--- src/srv_pkg.sv ---
// ---------------------------------------------------------------------------
// srv_pkg
// Shared widths, register codes and beat types for the refraction pipeline.
// ---------------------------------------------------------------------------
`default_nettype none

package srv_pkg;

  localparam int VEC_FRAC_BITS = 14;

  localparam int V_W        = 16;  // vector component width
  localparam int N_W        = 17;  // flipped normal component width
  localparam int IDX_W      = 14;
  localparam int COEFF_W    = 15;
  localparam int CFG_DATA_W = 15;
  localparam int CFG_ADDR_W = 1;
  localparam int R_W        = 26;  // relative index, scale 2^24
  localparam int R2_W       = 29;  // squared relative index, scale 2^24
  localparam int RAD_W      = 20;
  localparam int CR_W       = 30;  // cosine times index, scale 2^24
  localparam int R_FRAC     = 24;

  localparam int SQ_IN_W    = 56;
  localparam int SQ_OUT_W   = 28;
  localparam int SQ_REM_W   = 30;
  localparam int SQ_BPS     = 2;   // root bits resolved per stage
  localparam int SQ_STAGES  = SQ_OUT_W / SQ_BPS;

  localparam logic [IDX_W-1:0]   IDX_RESET   = 14'd6226;
  localparam logic [IDX_W-1:0]   IDX_ONE     = 14'd4096;
  localparam logic [COEFF_W-1:0] COEFF_RESET = 15'd16384;

  typedef enum logic [CFG_ADDR_W-1:0] {
    REG_REFRACTIVE_INDEX = 1'b0,
    REG_TRANSMIT_COEFF   = 1'b1
  } cfg_reg_t;

  // Per-side constants derived from the registers
  typedef struct packed {
    logic [R_W-1:0]   r_in;
    logic [R_W-1:0]   r_out;
    logic [R2_W-1:0]  r2_in;
    logic [R2_W-1:0]  r2_out;
    logic [RAD_W-1:0] rad_in;
    logic [RAD_W-1:0] rad_out;
  } cfg_t;

  // Fields that ride along with the square root
  typedef struct packed {
    logic [2:0][N_W-1:0] n;
    logic [2:0][V_W-1:0] o;
    logic                inner;
    logic [R_W-1:0]      r;
    logic [RAD_W-1:0]    rad;
    logic [CR_W-1:0]     cr;
    logic                tir;
  } item_t;

endpackage

`default_nettype wire

--- src/srv_sqrt.sv ---
// ---------------------------------------------------------------------------
// srv_sqrt
// Pipelined integer square root, two root bits per stage, carrying the beat.
// ---------------------------------------------------------------------------
`default_nettype none

module srv_sqrt (
  input  wire logic                          clk,
  input  wire logic                          rst_n,
  input  wire logic                          up_valid,
  output logic                               up_ready,
  input  wire logic [srv_pkg::SQ_IN_W-1:0]   up_rad,
  input  wire srv_pkg::item_t                up_item,
  output logic                               dn_valid,
  input  wire logic                          dn_ready,
  output logic [srv_pkg::SQ_OUT_W-1:0]       dn_root,
  output srv_pkg::item_t                     dn_item
);

  localparam int NS  = srv_pkg::SQ_STAGES;
  localparam int RW  = srv_pkg::SQ_REM_W;
  localparam int QW  = srv_pkg::SQ_OUT_W;
  localparam int XW  = srv_pkg::SQ_IN_W;

  logic [NS-1:0]   v_r;
  logic [NS-1:0]   en;
  logic [RW-1:0]   rem_r  [NS];
  logic [QW-1:0]   root_r [NS];
  logic [XW-1:0]   x_r    [NS];
  srv_pkg::item_t  it_r   [NS];

  assign en[NS-1] = !v_r[NS-1] || dn_ready;
  assign up_ready = en[0];

  genvar k;
  generate
    for (k = 0; k < NS; k++) begin : g_stg
      logic [RW-1:0]  rem_i;
      logic [QW-1:0]  root_i;
      logic [XW-1:0]  x_i;
      srv_pkg::item_t it_i;
      logic           v_i;
      logic [RW-1:0]  rem_o;
      logic [QW-1:0]  root_o;
      logic [XW-1:0]  x_o;
      logic [RW+1:0]  rem_sh;
      logic [RW+1:0]  trial;

      if (k == 0) begin : g_head
        assign rem_i  = '0;
        assign root_i = '0;
        assign x_i    = up_rad;
        assign it_i   = up_item;
        assign v_i    = up_valid;
      end else begin : g_body
        assign rem_i  = rem_r[k-1];
        assign root_i = root_r[k-1];
        assign x_i    = x_r[k-1];
        assign it_i   = it_r[k-1];
        assign v_i    = v_r[k-1];
      end

      if (k < NS - 1) begin : g_en
        assign en[k] = !v_r[k] || en[k+1];
      end

      always_comb begin
        rem_o  = rem_i;
        root_o = root_i;
        x_o    = x_i;
        for (int j = 0; j < srv_pkg::SQ_BPS; j++) begin
          rem_sh = {rem_o, x_o[XW-1 -: 2]};
          trial  = {root_o, 2'b01};
          if (rem_sh >= trial) begin
            rem_o  = RW'(rem_sh - trial);
            root_o = {root_o[QW-2:0], 1'b1};
          end else begin
            rem_o  = rem_sh[RW-1:0];
            root_o = {root_o[QW-2:0], 1'b0};
          end
          x_o = x_o << 2;
        end
      end

      always_ff @(posedge clk) begin
        if (!rst_n) begin
          v_r[k] <= 1'b0;
        end else if (en[k]) begin
          v_r[k] <= v_i;
        end
      end

      always_ff @(posedge clk) begin
        if (en[k]) begin
          rem_r[k]  <= rem_o;
          root_r[k] <= root_o;
          x_r[k]    <= x_o;
          it_r[k]   <= it_i;
        end
      end
    end
  endgenerate

  assign dn_valid = v_r[NS-1];
  assign dn_root  = root_r[NS-1];
  assign dn_item  = it_r[NS-1];

endmodule

`default_nettype wire

--- config.mk ---
export PLATFORM = sky130hd
export DESIGN_NAME = srv_sqrt
export DESIGN_NICKNAME = d
export VERILOG_FILES = /design/src/srv_pkg.sv /design/src/srv_sqrt.sv
export SDC_FILE = /design/constraint.sdc
export NUM_CORES = 2
export LEC_CHECK = 0
export ABC_AREA = 1
export BUFFER_PORTS_ARGS = -buffer_cell sky130_fd_sc_hd__buf_2
export CAP_MARGIN = 20
export CORE_UTILIZATION = 55
export DETAILED_ROUTE_END_ITERATION = 12
export PLACE_DENSITY = 0.82
export SYNTH_ARGS = -nofsm -noshare
export SYNTH_HDL_FRONTEND = slang
export SYNTH_SLANG_ARGS = --single-unit
--- constraint.sdc ---
create_clock -name clk -period 79.1 [get_ports clk]
set_input_delay 15.82 -clock clk [delete_from_list [all_inputs] [get_ports clk]]
set_output_delay 15.82 -clock clk [all_outputs]
set_load 0.02 [all_outputs]
==> flow_summary_export.csv <==
group,metric,value,unit
run_status,outcome,"finished with violations",
run_status,failed_checks,"design-rule violations",
worst_setup_path,crit_chain,"buf_2 -> nor2_1 -> inv_8 -> nor2_1 -> inv_8 -> nor2_1 -> nand2_4 -> nor2_2 -> nand2_4 -> nor2_1 -> nand2_4 -> nor2_2 -> nand2_4 -> nor2_1 -> nand2_4 -> nor2_2 -> nand2_4 -> buf_2",
power_and_ir_drop,internal_power,0.003316,W
detailed_routing,drtAntennaViolNets,0,
clocking,tritoncts,"done",
finish,post-route-util,61.89,%
clocking,htreeDepth,5,
die,ios,444,
synthesis,yosys.area.top_type,"edfxtp_1",
clocking,cts_buffer_depth,4,
power_and_ir_drop,p_seq_share,48.7,%
global_route,grt_overflow,0,
placed_design,dp_hpwl,248.0,mm
hold_path,hold_start,"x_r[0][345]",
global_route,antenna_found_initial,30,
finish,synthToLayoutAreaGrowth,12.00,%
worst_setup_path,end_kind,"output port",
synthesis,syn_area,0.1449,mm²
run,maxCapViolCount,0,
worst_setup_path,path_delay_family,"simple AND/OR/NAND/NOR gates",
synthesis,synth_area_leaders,"edfxtp_1 71%, nand2_1 7.0%, ha_1 3.7%, inv_1 3.3%, nand3_1 2.6%",
timing,setup_violations,0,
detailed_routing,drtIter0Drc,8651,
synthesis,synth_edf_count,3421,
detailed_routing,wire_per_inst,21.74,µm
clocking,cts_inserted_buffers,337,
die,die_area,0.2656,mm²
clocking,hold_buffers,0,
finish,seqCellArea,0.1030,mm²
clocking,cts_setup_buffers,0,
synthesis,syn_area_per_cell,12.25,µm²
worst_setup_path,rrSetupSlack,69.90,ns
clocking,cts_sinks,3435,
power_and_ir_drop,p_sw,0.001378,W
detailed_routing,route.detailed.drc,2,
die,fp.coreArea,0.2623,mm²
worst_setup_path,reg2reg_to,"x_r[0][9]",
timing,skew,0.09719,ns
clocking,cts_resized,0,
global_route,grt_max_degree,113,
worst_setup_path,worstReg2RegStart,"dn_valid",
die,placementRows,188,
synthesis,yosysWarnings,0,
power_and_ir_drop,share_clk_of_total_power,33.8,%
placed_design,place.port_buffers,443,
synthesis,synth_top_area_share,70.88,%
global_route,grt_first_pass_wirelength,526.2,mm
hold_path,holdPathEnd,"x_r[0][401]",
timing,finalHoldViolCount,0,
power_and_ir_drop,swShare,29.36,%
die,die_y,515.3,µm
synthesis,synthFlopType,"edfxtp_1",
clocking,clk_latency,0.97,ns
worst_setup_path,path_class,"in2out",
finish,drive_gt1_share,9.217,%
worst_setup_path,crit_top_cell,"nand2_4",
finish,nFillCells,19891,
worst_setup_path,worst_ep_arrival_time,23.42,ns
timing,timing.final.max_slew_violations,0,
global_route,grtUsageTotal,26.44,%
hold_path,worstHoldPathType,"reg2reg",
power_and_ir_drop,vdd_drop_max,0.02982,mV
worst_setup_path,slowest_delay,0.63,ns
timing,fin_tns_setup,0,ns
die,initial_core_util,55.26,%
synthesis,ys_types,72,
finish,fin_nets,13226,
power_and_ir_drop,p_leak,67.87,nW
clocking,root_buffer,"clkbuf_16",
synthesis,async_flop_share,0,%
detailed_routing,dr.pass1.iters,10,
worst_setup_path,crit_fanout,85,
timing,slew_headroom,26.49,%
power_and_ir_drop,combPwrFrac,17.5,%
worst_setup_path,reg2reg_depth,20,
synthesis,ys_ff_latch,3435,
power_and_ir_drop,p_per_area,28.92,mW/mm²
detailed_routing,routed_via_density,5.497,
timing,grt_setup_unrepaired,"false",
global_route,grt_pass1_vias,86350,
worst_setup_path,cp_data_required_time,63.28,ns
finish,multi_input_area,0.03641,mm²
die,die_w,515.3,µm
timing,fin_crit,39.24,ns
timing,fmax,25.49,MHz
hold_path,whs_path_depth,0,
synthesis,ys_seq_area_share,71.07,%
worst_setup_path,slowest_stage,"nor2_1",
worst_setup_path,cp-start-kind,"input port",
timing,period_share,49.60,%
detailed_routing,wirelength,355.3,mm
synthesis,synth.most_common_cell,"edfxtp_1",
synthesis,yosys-top-cells-count,"3421 x edfxtp_1, 2699 x nand2_1, 1287 x inv_1",
synthesis,postSynthCellCount,11828,
placed_design,place.gp.congestion,0.9622,
timing,worstMarginPinSlew,1.103,ns
worst_setup_path,cp.buffers_inverters,4,
clocking,clk_pin_slew_worst_paths,0.07,ns
detailed_routing,vias,89856,
cell usage in the layout, fill, tap and decap left out, types with 11 or more instances in the layout:
cell type      n
xnor2_1      131
clkinvlp_4    20
clkbuf_16    340
nor2_2        33
nor4_1        27
xor2_1       241
clkbuf_1      65
bufinv_16     26
nor2_1       983
a21o_1        32
a31oi_1       39
buf_4         61
clkinv_1      67
nor3_1       111
nand2_1     2693
nand4_1      184
and2_1        14
or2_2         31
inv_8         11
buf_2        443
a21oi_1      537
nand3_2       17
nand2_2       30
clkinv_2      46
inv_1       1279
o21ai_1       25
inv_6         16
o21bai_1      46
nand3b_1      35
dfxtp_1       14
edfxtp_1    3421
nand3_1      741
inv_2         13
o21a_1        39
ha_1         432
o21ai_0      423
power groups by stage:
stage               Combinational [W]  Clock (W)  Sequential, W
floorplan                    0.000582          0        0.00227
global placement             0.000792          0        0.00231
detailed placement           0.000798          0        0.00232
CTS                          0.000807    0.00162        0.00228
global route                 0.000917    0.00168        0.00230
finish                       0.000822    0.00159        0.00229
cell type report:
class | instances | area share, %
Antenna cell | 6 | 0.009249
Inverter | 1301 | 3.045
Clock inverter | 201 | 1.283
Sequential cell | 3435 | 63.46
Tap cell | 3515 | 2.709
Multi-Input combinational cell | 6976 | 22.43
Clock buffer | 405 | 5.392
Timing Repair Buffer | 506 | 1.677
worst reg2reg max path, cell delays in order, from the launching register on:
cell and delay [ns]:
dfxtp_1 0.35, inv_1 0.05, nor2_1 0.27, inv_8 0.24, nor2_1 0.39, inv_8 0.26
nor2_1 0.58, nand2_4 0.52, nor2_2 0.48, nand2_4 0.47, nor2_1 0.63, nand2_4 0.38
nor2_2 0.43, nand2_4 0.48, nor2_1 0.65, nand2_4 0.57, nor2_2 0.52, nand2_4 0.31
buf_4 0.37, buf_4 0.33, buf_4 0.43
routing by layer:
layer	part of all wire [%]	wire, µm	global-route usage (%)	vias to the layer above
met5	0.0037	13	0	-
met2	48	171000	44.39	3420
li1	-	-	-	42707
met4	3.7	13270	9.281	2
met1	42	148200	35.55	43045
met3	6.4	22900	3.389	682
registers in the layout, summed over array words and instances, names as in the netlist:
name and flops:
root_r 210, g_stg.v_i 13, it_r 2478, dn_valid 1, rem_r 369, x_r 364
metrics by stage:
step	setup WS (ns)	cells	total power, W	hold slack (ns)	area (µm²)
after floorplan	4.761	11829	0.002849	0.4003	144900
after global placement	39.90	15732	0.003102	0.4000	151500
after detailed placement	39.71	15733	0.003115	0.4045	151500
after CTS	39.57	16339	0.004711	0.3583	162300
after global routing	39.13	16340	0.004894	0.3724	162300
final	39.86	16345	0.004694	0.3507	162300
logic make-up (layout without fill, tap and decap cells):
family	Yosys count	after routing	share of synthesized area, %
buffers and inverters	1418	2413	3.852
AOI/OAI and AO/OA	1214	1214	4.610
adders and majority gates	432	432	3.729
and+or+nand+nor	4955	4955	14.48
muxes	1	1	0.007769
DFF	3435	3435	71.07
other	1	8	0.002587
xor gates and xnor gates	372	372	2.248
worst max-delay path by stage:
stage / startpoint / end / slack (ns) / cells past startpoint
2_1_floorplan: dn_ready / up_ready / 4.76 / 16
3_3_place_gp: dn_ready / up_ready / 39.90 / 18
3_5_place_dp: dn_ready / up_ready / 39.71 / 18
4_1_cts: dn_ready / up_ready / 39.57 / 18
5_1_grt: dn_ready / up_ready / 39.13 / 18
6_report: dn_ready / up_ready / 39.86 / 18
Note: power is estimated with default switching activity, not from simulation.
