===== src/srv_pkg.sv =====
// ---------------------------------------------------------------------------
// srv_pkg
// Shared widths, register codes and beat types for the refraction pipeline.
// ---------------------------------------------------------------------------
`default_nettype none

package srv_pkg;

  localparam int VEC_FRAC_BITS = 14;

  localparam int V_W        = 16;  // vector component width
  localparam int N_W        = 17;  // flipped normal component width
  localparam int IDX_W      = 14;
  localparam int COEFF_W    = 15;
  localparam int CFG_DATA_W = 15;
  localparam int CFG_ADDR_W = 1;
  localparam int R_W        = 26;  // relative index, scale 2^24
  localparam int R2_W       = 29;  // squared relative index, scale 2^24
  localparam int RAD_W      = 20;
  localparam int CR_W       = 30;  // cosine times index, scale 2^24
  localparam int R_FRAC     = 24;

  localparam int SQ_IN_W    = 56;
  localparam int SQ_OUT_W   = 28;
  localparam int SQ_REM_W   = 30;
  localparam int SQ_BPS     = 2;   // root bits resolved per stage
  localparam int SQ_STAGES  = SQ_OUT_W / SQ_BPS;

  localparam logic [IDX_W-1:0]   IDX_RESET   = 14'd6226;
  localparam logic [IDX_W-1:0]   IDX_ONE     = 14'd4096;
  localparam logic [COEFF_W-1:0] COEFF_RESET = 15'd16384;

  typedef enum logic [CFG_ADDR_W-1:0] {
    REG_REFRACTIVE_INDEX = 1'b0,
    REG_TRANSMIT_COEFF   = 1'b1
  } cfg_reg_t;

  // Per-side constants derived from the registers
  typedef struct packed {
    logic [R_W-1:0]   r_in;
    logic [R_W-1:0]   r_out;
    logic [R2_W-1:0]  r2_in;
    logic [R2_W-1:0]  r2_out;
    logic [RAD_W-1:0] rad_in;
    logic [RAD_W-1:0] rad_out;
  } cfg_t;

  // Fields that ride along with the square root
  typedef struct packed {
    logic [2:0][N_W-1:0] n;
    logic [2:0][V_W-1:0] o;
    logic                inner;
    logic [R_W-1:0]      r;
    logic [RAD_W-1:0]    rad;
    logic [CR_W-1:0]     cr;
    logic                tir;
  } item_t;

endpackage

`default_nettype wire


===== src/srv_cfg.sv =====
// ---------------------------------------------------------------------------
// srv_cfg
// Index and coefficient registers; derives reciprocal index, squares and
// radiance scales with a serial divider and one shared multiplier.
// ---------------------------------------------------------------------------
`default_nettype none

module srv_cfg (
  input  wire logic                            clk,
  input  wire logic                            rst_n,
  input  wire logic                            wr_en,
  input  wire logic [srv_pkg::CFG_ADDR_W-1:0]  wr_index,
  input  wire logic [srv_pkg::CFG_DATA_W-1:0]  wr_data,
  output srv_pkg::cfg_t                        cfg,
  output logic                                 busy
);

  localparam int NUM_W = 37;           // 2^36 plus half the divisor
  localparam int MUL_W = srv_pkg::R2_W;

  typedef enum logic [2:0] {
    CS_IDLE = 3'b001,
    CS_DIV  = 3'b010,
    CS_MUL  = 3'b100
  } cfg_state_t;

  cfg_state_t                       state_r, state_nxt;
  logic [srv_pkg::IDX_W-1:0]        idx_r;
  logic [srv_pkg::COEFF_W-1:0]      coeff_r;
  logic [5:0]                       cnt_r, cnt_nxt;
  logic [1:0]                       mcnt_r, mcnt_nxt;
  logic [srv_pkg::IDX_W-1:0]        rem_r, rem_nxt;
  logic [srv_pkg::R_W-1:0]          q_r, q_nxt;
  logic [srv_pkg::R_W-1:0]          r_out_r;
  logic [srv_pkg::R2_W-1:0]         r2_in_r, r2_out_r;
  logic [srv_pkg::RAD_W-1:0]        rad_in_r, rad_out_r;

  logic [srv_pkg::IDX_W-1:0]        eidx;
  logic [srv_pkg::R_W-1:0]          r_in;
  logic [NUM_W-1:0]                 num;
  logic [srv_pkg::IDX_W:0]          rem_sh;
  logic                             qbit;
  logic [MUL_W-1:0]                 ma, mb;
  logic [2*MUL_W-1:0]               prod;
  logic [2*MUL_W-1:0]               prod_rnd;

  assign eidx = (idx_r < srv_pkg::IDX_ONE) ? srv_pkg::IDX_ONE : idx_r;
  assign r_in = {eidx, 12'd0};
  assign num  = (NUM_W'(1) << 36) + NUM_W'(eidx >> 1);

  // restoring divide, one quotient bit a cycle
  always_comb begin
    rem_sh = {rem_r, num[6'(NUM_W - 1) - cnt_r]};
    qbit   = (rem_sh >= {1'b0, eidx});
    rem_nxt = qbit ? srv_pkg::IDX_W'(rem_sh - {1'b0, eidx}) : rem_sh[srv_pkg::IDX_W-1:0];
    q_nxt   = {q_r[srv_pkg::R_W-2:0], qbit};
  end

  always_comb begin
    unique case (mcnt_r)
      2'd0:    begin ma = MUL_W'(r_in);    mb = MUL_W'(r_in);    end
      2'd1:    begin ma = MUL_W'(r_out_r); mb = MUL_W'(r_out_r); end
      2'd2:    begin ma = MUL_W'(coeff_r); mb = r2_in_r;         end
      default: begin ma = MUL_W'(coeff_r); mb = r2_out_r;        end
    endcase
    prod     = (2*MUL_W)'(ma) * (2*MUL_W)'(mb);
    prod_rnd = (prod + ((2*MUL_W)'(1) << (srv_pkg::R_FRAC - 1))) >> srv_pkg::R_FRAC;
  end

  always_comb begin
    state_nxt = state_r;
    cnt_nxt   = cnt_r;
    mcnt_nxt  = mcnt_r;
    unique case (state_r)
      CS_IDLE: ;
      CS_DIV: begin
        cnt_nxt = cnt_r + 6'd1;
        if (cnt_r == 6'(NUM_W - 1)) begin
          state_nxt = CS_MUL;
          mcnt_nxt  = 2'd0;
        end
      end
      CS_MUL: begin
        mcnt_nxt = mcnt_r + 2'd1;
        if (mcnt_r == 2'd3) state_nxt = CS_IDLE;
      end
      default: state_nxt = CS_IDLE;
    endcase
    if (wr_en) begin
      state_nxt = CS_DIV;
      cnt_nxt   = '0;
    end
  end

  always_ff @(posedge clk) begin
    if (!rst_n) begin
      state_r <= CS_DIV;
      cnt_r   <= '0;
      mcnt_r  <= '0;
      rem_r   <= '0;
      idx_r   <= srv_pkg::IDX_RESET;
      coeff_r <= srv_pkg::COEFF_RESET;
    end else begin
      state_r <= state_nxt;
      cnt_r   <= cnt_nxt;
      mcnt_r  <= mcnt_nxt;
      if (wr_en) begin
        rem_r <= '0;
        unique case (srv_pkg::cfg_reg_t'(wr_index))
          srv_pkg::REG_REFRACTIVE_INDEX: idx_r   <= wr_data[srv_pkg::IDX_W-1:0];
          srv_pkg::REG_TRANSMIT_COEFF:   coeff_r <= wr_data[srv_pkg::COEFF_W-1:0];
          default: ;
        endcase
      end else if (state_r == CS_DIV) begin
        rem_r <= rem_nxt;
      end
    end
  end

  always_ff @(posedge clk) begin
    if (state_r == CS_DIV) begin
      q_r <= q_nxt;
      if (cnt_r == 6'(NUM_W - 1)) r_out_r <= q_nxt;
    end
    if (state_r == CS_MUL) begin
      unique case (mcnt_r)
        2'd0: r2_in_r  <= srv_pkg::R2_W'(prod_rnd);
        2'd1: r2_out_r <= srv_pkg::R2_W'(prod_rnd);
        2'd2: rad_in_r <= (prod_rnd > (2*MUL_W)'(20'hFFFFF)) ? 20'hFFFFF
                        : srv_pkg::RAD_W'(prod_rnd);
        default: rad_out_r <= (prod_rnd > (2*MUL_W)'(20'hFFFFF)) ? 20'hFFFFF
                            : srv_pkg::RAD_W'(prod_rnd);
      endcase
    end
  end

  assign busy        = (state_r != CS_IDLE);
  assign cfg.r_in    = r_in;
  assign cfg.r_out   = r_out_r;
  assign cfg.r2_in   = r2_in_r;
  assign cfg.r2_out  = r2_out_r;
  assign cfg.rad_in  = rad_in_r;
  assign cfg.rad_out = rad_out_r;

endmodule

`default_nettype wire


===== config.mk =====
export PLATFORM = sky130hd
export DESIGN_NAME = srv_cfg
export DESIGN_NICKNAME = d
export VERILOG_FILES = /design/src/srv_pkg.sv /design/src/srv_cfg.sv
export SDC_FILE = /design/constraint.sdc
export NUM_CORES = 2
export LEC_CHECK = 0
export ABC_CLOCK_PERIOD_IN_PS = 12400
export BUFFER_PORTS_ARGS = -buffer_cell sky130_fd_sc_hd__buf_2
export CAP_MARGIN = 10
export CELL_PAD_IN_SITES_DETAIL_PLACEMENT = 0
export CELL_PAD_IN_SITES_GLOBAL_PLACEMENT = 1
export CORE_ASPECT_RATIO = 1.5
export CORE_MARGIN = 2
export CORE_UTILIZATION = 40
export DETAILED_ROUTE_END_ITERATION = 8
export PLACE_DENSITY_LB_ADDON = 0.1
export SLEW_MARGIN = 20
export SYNTH_ARGS = -nofsm -noshare
export SYNTH_HDL_FRONTEND = slang
export SYNTH_SLANG_ARGS = --single-unit

===== constraint.sdc =====
create_clock -name clk -period 12.4 [get_ports clk]
set_input_delay 0.62 -clock clk [delete_from_list [all_inputs] [get_ports clk]]
set_output_delay 0.62 -clock clk [all_outputs]
set_load 0.02 [all_outputs]

==> impl_metrics.yaml <==
outcome:
  status: "complete, no violations"
drt:
  antenna_left: 0
  wl_um: 131000
  dr_total_vias: 26100
  routedWlPerCell_um: 26.7
  dr.pass1.iters: 5
  drt_iter0_drc: 1835
  drc: 0
  avgViaCountPerCell: 5.35
cts:
  clk_latency_ps: 540
  cts_tree: "done"
  clkTransAtPathRegs_ps: 70
  cts-resized-gates: 0
  postCtsSetupBuffers: 0
  postCtsHoldBufs: 0
  cts_buffer_depth: 3
  clkSinkCount: 203
  cts_buffers: 22
  clockRootBuffer: "clkbuf_16"
  htreeDepth: 1
worst_setup_path:
  crit_arrival_ps: 11110
  critPathKind: "flip-flop to flip-flop"
  r2r-start: "mcnt_r[0]"
  critPathRequiredTime_ps: 12660
  slowest_delay_ps: 860
  cp_common_cell: "fa_1"
  r2r_cells: 28
  start_kind: "flip-flop"
  critPathSlowestCell: "o21a_1"
  crit_path_end_kind: "flip-flop"
  r2r-end: "rad_out_r[13]"
  path_max_fanout: 60
  worstSetupEndpoint: "rad_out_r[13]"
  regToRegSetupSlack_ps: 1550
  setup.worst_path.start: "mcnt_r[0]"
global_routing:
  grt_overflow_total: 0
  grt_use_met3_pct: 3.43
  use_met1_pct: 36.5
  grt_usage_pct: 31.2
  top_usage_layer: "met2"
  grt_pass1_vias: 27900
  antenna_found_initial: 3
  grt_max_degree: 61
  grt.met2_usage_pct: 56.0
  grt_pass1_wl_um: 191000
cells_and_area:
  fill_cells: 8422
  final_core_util_pct: 44.2
  drive_gt1_share_pct: 9.78
  nNetsFinal: 4672
  syn2layout_area_growth_pct: 9.30
  layoutNonFillerInstCount: 4889
yosys:
  syn_inst: 3661
  syn_area_per_cell_sq_um: 9.12
  synth_compound_area_share_pct: 8.26
  synth_largest_area_cell: "fa_1"
  yosys-top-cells-area: "fa_1, edfxtp_1, ha_1"
  synthDistinctLibCells: 84
  async_reset_ff_share_pct: 0
  synth_warnings: 0
  synthMuxAreaShare_pct: 0.322
  synth-simple-area-share_pct: 14.6
  synth-seq-cells: 203
  synth_top_family_by_area: "adder cells"
  synth_edf_count: 149
  synth_ff_type: "edfxtp_1"
  synth_area_sq_um: 33400
  synth_top_area_share_pct: 38.9
  yosysSeqAreaShare_pct: 16.6
  synth_xor_area_share_pct: 1.13
  synth-adder-area-share_pct: 48.1
placement:
  io_buffers: 157
  dp_cells: 4847
  dp_hpwl_um: 105000
  gp_congestion: 0.952
  dp_slack_ps: 1710
timing:
  hold_viol_final: 0
  max_slew_margin_pct: 21.8
  fin_crit_sh_pct: 87.5
  min_period_ps: 10850
  clock_skew_ps: 18.3
  tightest_slew_ps: 1170
  maxSlewViolCount: 0
  fmax_ghz: 0.0922
  fin_ws_ps: 1550
  tns_ps: 0
  setup_viol: 0
  rsz0062_at_grt: "false"
floorplanning:
  core-area_sq_um: 82600
  rows: 129
  die_y_um: 358
  dieArea_sq_um: 85900
  top_level_ports: 170
  die_x_um: 240
  start_util_pct: 40.4
power:
  p_per_area_nw_per_um2: 85.9
  vdd_drop_max_mv: 0.133
  p_leak_uw: 0.0176
  finalPower_uw: 3140
min_path:
  min_path_type: "input port to flip-flop"
run:
  max-cap-violations: 0
-- logic make-up (layout without fill, tap and decap cells) --
| kind of cell | after synthesis | in the layout |
|---|---|---|
| AOI/OAI and AO/OA | 405 | 405 |
| xor gates and xnor gates | 43 | 43 |
| adders and majority gates | 895 | 895 |
| buffers and inverters | 942 | 1044 |
| DFF | 203 | 203 |
| muxes | 7 | 7 |
| other | 1 | 14 |
| and+or+nand+nor | 1165 | 1165 |
-- report_power, final --
group          internal [uW]  total (uW)  switching (uW)  leakage, uW
clock network            483         785             302     0.000415
registers                801         807            5.39      0.00189
logic                    467        1540            1080       0.0153
-- state kept, by name (all words and copies together), names as in the netlist --
| signal | cells |
|---|---|
| rem_r | 14 |
| state_r | 3 |
| rad_in_r | 20 |
| r2_out_r | 29 |
| idx_r | 14 |
| r2_in_r | 29 |
| mcnt_r | 2 |
| q_r | 25 |
| cnt_r | 6 |
| rad_out_r | 20 |
| r_out_r | 26 |
| coeff_r | 15 |
-- worst min-delay path by stage --
stage	from	to	cells past startpoint	slack, ps
after global routing	wr_data[3]	coeff_r[3]	3	380
after CTS	wr_data[5]	idx_r[5]	3	330
after detailed placement	q_r[24]	r_out_r[25]	0	410
after global placement	q_r[24]	r_out_r[25]	0	410
after floorplan	q_r[24]	r_out_r[25]	0	400
final	wr_data[5]	idx_r[5]	3	350
-- cell usage in the layout, fill, tap and decap left out, types with 18 or more instances in the layout --
cell type,netlist,layout
buf_2,9,157
nor2_1,429,429
a21o_1,36,36
o21ai_0,52,44
clkbuf_16,0,22
buf_4,12,104
nand2_1,570,570
ha_1,246,244
a22oi_1,36,26
xnor2_1,18,18
a22o_1,27,27
a21oi_1,107,104
inv_1,742,742
xor2_1,25,25
fa_1,649,649
nand3_1,21,21
edfxtp_1,149,149
nand3_2,21,21
nand4_1,23,23
a21boi_0,30,30
dfxtp_1,54,54
-- synth_stat cells (all sizes together), types with 36 or more instances --
library cell,number
inv,742
fa,649
nand2,570
nor2,430
ha,246
clkbuf,168
edfxtp,149
a21oi,108
o21ai,62
dfxtp,54
nand3,42
a22oi,38
a21o,36
-- metrics by stage --
step	cell area [sq um]	hold WS, ps
floorplan	33400	400
global placement	35600	407
detailed placement	35600	408
CTS	36500	333
global route	36500	375
finish	36500	355
-- area by class of cell --
| cell class | instances | area [sq um] | share of cell area (%) |
|---|---|---|---|
| Inverter | 743 | 2790 | 7.64 |
| Multi-Input combinational cell | 2527 | 24300 | 66.7 |
| Antenna cell | 2 | 5.00 | 0.0137 |
| Tap cell | 1113 | 1390 | 3.82 |
| Timing Repair Buffer | 261 | 1570 | 4.29 |
| Clock buffer | 24 | 568 | 1.56 |
| Sequential cell | 203 | 5560 | 15.2 |
| Clock inverter | 16 | 290 | 0.795 |
-- critical path, delay by kind of cell (launching register included) --
kind                     cells  cell delay, ps
flip-flops                   1             420
adder cells (fa/ha/maj)      9            4200
AND/OR/NAND/NOR              8            2010
AO/OA/AOI/OAI                5            2110
buffers and inverters        6            1800
-- layer usage --
layer	up-vias	share of wire, %
met5	-	0.0069
met4	2	6.7
met3	262	4.8
met2	853	51
met1	13600	37
li1	11400	-
Note: power is estimated with default switching activity, not from simulation.
